[config.mk]
export PLATFORM = sky130hd
export DESIGN_NAME = mscc_alu
export DESIGN_NICKNAME = d
export VERILOG_FILES = /design/src/hdl/mips_subset_single_cycle_core_macros.svh /design/src/hdl/mscc_pkg.sv /design/src/hdl/mscc_alu.sv
export SDC_FILE = /design/constraint.sdc
export NUM_CORES = 1
export LEC_CHECK = 0
export BUFFER_PORTS_ARGS = -buffer_cell sky130_fd_sc_hd__buf_2
export CORE_MARGIN = 2
export CORE_UTILIZATION = 51
export DETAILED_ROUTE_END_ITERATION = 10
export GPL_ROUTABILITY_DRIVEN = 0
export GPL_TIMING_DRIVEN = 0
export PLACE_DENSITY = 0.79
export SLEW_MARGIN = 10
export SYNTH_ARGS = -nofsm -noshare
export SYNTH_HDL_FRONTEND = slang
export SYNTH_SLANG_ARGS = --single-unit
[constraint.sdc]
create_clock -name vclk -period 4.2
set_input_delay 0.42 -clock vclk [all_inputs]
set_output_delay 0.42 -clock vclk [all_outputs]
set_load 0.005 [all_outputs]
[src/hdl/mips_subset_single_cycle_core_macros.svh]
// Assertion macros shared by the core RTL.
// Used by mips_subset_single_cycle_core; expects a clock named clk and reset rst.
`ifndef MIPS_SUBSET_SINGLE_CYCLE_CORE_MACROS_SVH
`define MIPS_SUBSET_SINGLE_CYCLE_CORE_MACROS_SVH

// same-cycle implication
`define MSCC_ASSERT_IMP(lbl, ante, cons, msg) \
  lbl: assert property (@(posedge clk) disable iff (rst) (ante) |-> (cons)) \
    else $error(msg);

// next-cycle implication
`define MSCC_ASSERT_NEXT(lbl, ante, cons, msg) \
  lbl: assert property (@(posedge clk) disable iff (rst) (ante) |=> (cons)) \
    else $error(msg);

`endif

[src/hdl/mscc_pkg.sv]
// Shared types and constants for the MIPS subset core.
// No dependencies; imported by mscc_if, mscc_alu and the core.
`default_nettype none

package mscc_pkg;

  localparam int unsigned MSCC_DATA_MEM_BYTES = 4096;
  localparam int unsigned REG_COUNT = 32;
  localparam int unsigned REG_IDX_W = 5;
  localparam int unsigned WORD_W = 32;

  localparam logic [WORD_W-1:0] HALT_WORD = 32'hFFFF_FFFF;

  typedef enum logic [1:0] {
    CMD_EXEC    = 2'd0,
    CMD_PRELOAD = 2'd1,
    CMD_READ    = 2'd2,
    CMD_NONE    = 2'd3
  } cmd_t;

  localparam logic [5:0] OP_RTYPE = 6'd0;
  localparam logic [5:0] OP_J     = 6'd2;
  localparam logic [5:0] OP_BEQ   = 6'd4;
  localparam logic [5:0] OP_ADDIU = 6'd9;
  localparam logic [5:0] OP_LW    = 6'd35;
  localparam logic [5:0] OP_SW    = 6'd43;

  localparam logic [2:0] ALU_ADDU = 3'd1;
  localparam logic [2:0] ALU_SUBU = 3'd3;
  localparam logic [2:0] ALU_AND  = 3'd4;
  localparam logic [2:0] ALU_OR   = 3'd5;
  localparam logic [2:0] ALU_NOR  = 3'd7;

endpackage

`default_nettype wire

[src/hdl/mscc_alu.sv]
// R-type ALU of the MIPS subset core, op selected by funct bits 2..0.
// Depends on mscc_pkg for the op codes.
`default_nettype none

module mscc_alu import mscc_pkg::*; (
  input  wire logic [2:0]        sel,
  input  wire logic [WORD_W-1:0] a,
  input  wire logic [WORD_W-1:0] b,
  output      logic [WORD_W-1:0] y
);

  always_comb begin
    unique case (sel)
      ALU_ADDU: y = a + b;
      ALU_SUBU: y = a - b;
      ALU_AND:  y = a & b;
      ALU_OR:   y = a | b;
      ALU_NOR:  y = ~(a | b);
      default:  y = '0;
    endcase
  end

endmodule

`default_nettype wire

======== Yosys cells after proc, flatten, opt, wreduce, memory -nomap -nowiden ========
Index checks and enable logic that the tools add are counted.
word-level totals
  register bits after elaboration ......... 0
  output and inout bits ................... 32
  logic and storage cells ................. 11
operators by class
  bitwise gates (word level) .............. 3
  mux-type cells .......................... 1
  equal/unequal tests ..................... 5
  $add $sub $neg .......................... 2
operator list
  kind                  number
  $pmux W32 S5          1
  $add A32 B32 Y32      1
  $and A32 B32 Y32      1
  $not A32 Y32          1
  $or A32 B32 Y32       1
  $sub A32 B32 Y32      1
  $eq A3 B3 Y1 const B  3
  $eq A3 B1 Y1 const B  1
  $eq A3 B2 Y1 const B  1

======== Longest topological paths before layout ========
  word-level depth ........................ 3
  depth in mapped cells ................... 17
  depth with buffers taken out ............ 15

======== Worst setup path after synthesis ========
OpenSTA, ideal clock, no wires.
  path type ............................... in2out
  start point ............................. in b[2]
  end point ............................... out y[31]
  cell stages on the path ................. 16
  data arrival time ....................... 3,942 ps
  required time ........................... 3,780 ps
  path slack .............................. -162 ps
  path through ............................ buf_2 or4_4 nor3_2 nand3_1 o41ai_1 xor2_1 ha_1 buf_2 a211oi_1 nor2_1 a2111oi_2 nand2_1 a21oi_2 o22ai_1 or4_1 nand4_1
on the way
  word-level cells in the longest chain between the ends .. 2
RTL lines
  what                                                  RTL line                        source
  start, declared                                       mscc_alu.sv:8                   input wire logic [WORD_W-1:0] b,
  $sub A32 B32 Y32 or $add A32 B32 Y32 (tied branches)  mscc_alu.sv:15, mscc_alu.sv:14
  $pmux W32 S5 (*)                                      mscc_alu.sv:13                  unique case (sel)
  end, declared                                         mscc_alu.sv:9                   output logic [WORD_W-1:0] y
Mark *: on every way between the ends. The rest lies on a longest branch, timed or not.

======== Worst setup path after layout ========
Ends and elaborated chain as after synthesis.

==> impl_metrics.py <==
metrics = {
    "status": {
        "outcome": "finished with violations",
        "violations": "setup timing",
    },
    "logic_synthesis": {
        "synth_top_area_share_pct": 15.7,
        "syn_area_um2": 3470,
        "synth_cells": 560,
        "synthTopCellsByArea": "o21ai_0 16%, ha_1 12%, a21oi_1 10%",
        "synth_area_per_cell_um2": 6.20,
        "synth_nets": 662,
        "yosysMostFrequentCell": "o21ai_0",
        "synth_cell_type_count": 55,
        "synth_commonest_cells": "109 x o21ai_0, 71 x a21oi_1, 59 x nand2_1",
        "ys_warn_count": 0,
        "synth_top_cell_by_area": "o21ai_0",
        "ys_seq_area_share_pct": 0,
    },
    "sta": {
        "slew-limit-headroom_pct": 53.0,
        "final_hold_viol_count": 0,
        "worst_slack_ns": -0.404,
        "worstMarginPinSlew_ns": 0.699,
        "maxSlewViolCount": 0,
        "setup-violations-final": 14,
        "min_period_over_period_pct": 110,
        "clock.fmax_mhz": 217,
        "rsz0062_at_grt": "true",
        "period_minus_slack_ns": 4.60,
        "setup-tns-final_ns": -3.30,
    },
    "global_route": {
        "antenna_found_initial": 0,
        "grt_pass1_vias": 4239,
        "grt_pass1_wl_mm": 20.0,
        "grt_max_degree": 12,
        "grt.total_usage_pct": 32.2,
        "overflow": 0,
    },
    "routing": {
        "firstDrtPassIters": 5,
        "drtAntennaViolNets": 0,
        "vias": 4887,
        "drtIter0Drc": 428,
        "drt-total-wl_mm": 13.4,
        "routedWlPerCell_um": 17.5,
        "viasPerCell": 6.39,
        "route.detailed.drc": 0,
    },
    "power_and_ir_drop": {
        "power_density_nw_per_um2": 170,
        "total_power_uw": 809,
        "leakagePower_uw": 0.00209,
        "vdd_drop_max_mv": 0.0889,
    },
    "layout": {
        "n_sequential_cell": 0,
        "diodes": 0,
        "nNetsFinal": 789,
        "seqCellArea_um2": 0,
        "fill_cells": 545,
        "drive_above_1_share_pct": 30.5,
        "clock_buffers": 0,
        "syn_to_final_growth_pct": 36.9,
    },
    "die": {
        "die_w_um": 86.5,
        "die_h_um": 86.5,
        "rows": 30,
        "die-area_um2": 7490,
        "start_util_pct": 52.0,
        "io_pins": 99,
        "core_um2": 6680,
    },
    "worst_setup_path": {
        "crit_cells": 17,
        "path_delay_family": "simple AND/OR/NAND/NOR gates",
        "crit_path_end_kind": "output port",
        "path_cells": "buf_12 > or4_4 > nor3_4 > nand3_4 > o41ai_4 > xor2_1 > ha_1 > buf_6 > nand4_1 > inv_2 > a2111oi_4 > nand2_2 > a21oi_4 > o22ai_2 > or4_1 > nand4_1 > buf_2",
        "start_kind": "input pin",
        "crit_top_cell": "nand4_1",
        "cp_num_buf_inv": 4,
        "path_class": "input pin to output port",
        "cp.required_ns": 3.78,
        "cp_slowest_cell": "or4_4",
        "cp.arrival_ns": 4.18,
        "worst-path-max-fanout": 4,
        "critPathMaxStageDelay_ns": 0.55,
    },
    "clock_network": {
        "hold_buffers": 0,
    },
    "flow_run": {
        "maxCapViolCount": 0,
    },
    "worst_hold_path": {
        "hold_path.class": "input pin to output port",
        "whs_path_depth": 5,
    },
    "placement": {
        "hpwl_mm": 9.27,
        "io_buffers": 92,
    },
}
==> stage by stage <==
| step | hold slack (ns) | area, um2 | std cells | setup WS, ns | util, % |
|---|---|---|---|---|---|
| 6_report | 1.31 | 4760 | 765 | -0.404 | 71.2 |
| 5_1_grt | 1.36 | 4760 | 765 | -0.587 | 71.2 |
| 4_1_cts | 1.31 | 4470 | 754 | -0.267 | 66.9 |
| 3_5_place_dp | 1.31 | 4080 | 732 | -1.10 | 61.1 |
| 3_3_place_gp | 1.30 | 4080 | 732 | -1.03 | 61.1 |
| 2_1_floorplan | 1.06 | 3520 | 560 | 0.0735 | - |
==> timing repair <==
| action | 4_1_cts | 5_1_grt |
|---|---|---|
| buffers inserted | 26 | 13 |
| pin swaps | 33 | 15 |
| resized for setup | 58 | 52 |
| endpoints found under the setup margin | 22 | 19 |
==> power breakdown <==
group | switching [uW] | internal, uW | total (uW)
Combinational | 458 | 351 | 809
Sequential | 0 | 0 | 0
Clock | 0 | 0 | 0
Total | 458 | 351 | 809
==> per-layer routing <==
| metal | part of all wire [%] | GRT usage, % | wire length [um] | vias to the layer above |
|---|---|---|---|---|
| met1 | 40 | 42.5 | 5310 | 2262 |
| met5 | 0 | 0 | 0 | - |
| met4 | 3.8 | 9.52 | 503 | 0 |
| li1 | - | - | - | 2302 |
| met3 | 7.9 | 2.19 | 1060 | 47 |
| met2 | 49 | 56.1 | 6490 | 276 |
==> cell type report <==
type | count | area (um2) | area share (%)
timing repair buffer | 130 | 762 | 16.0
inverter | 17 | 63.8 | 1.34
buffer | 29 | 160 | 3.37
tap | 80 | 100 | 2.10
multi-input combinational | 509 | 3670 | 77.2
==> kinds of logic (layout without fill, tap and decap cells) <==
logic type	after synthesis	after routing	share of synthesized area [%]
compound gates	244	244	40.7
xor+xnor	55	55	14.4
fa+ha+maj	35	35	12.8
buf+inv	51	176	6.12
mux	1	1	0.288
simple gates	174	174	25.7
==> layout by cell type, fill, tap and decap left out, types with 5 or more instances in the layout <==
master,n
ha_2,5
o21a_1,5
buf_4,39
ha_1,28
nand3_1,6
a21oi_4,5
o21ai_1,15
o21ai_0,87
o21ai_2,6
nor2_1,25
buf_6,5
nand4_1,10
inv_1,15
nand2b_1,6
a21oi_1,62
nand2_1,57
a21oi_2,5
a21o_1,16
o31ai_1,5
clkbuf_1,18
xnor2_1,27
buf_2,91
xor2_1,25
nor3_1,33
==> path summary, 6_finish.rpt <==
| kind | start | to | slack (ns) |
|---|---|---|---|
| hold / removal | a[19] | y[19] | 1.31 |
| setup / recovery | b[2] | y[31] | -0.40 |
==> worst min-delay path: stages <==
cell and delay [ns]:
buf_2 0.11, nor3_1 0.05, o21ai_0 0.12, o21ai_1 0.07
buf_2 0.12
(Power assumes the default switching activity.)
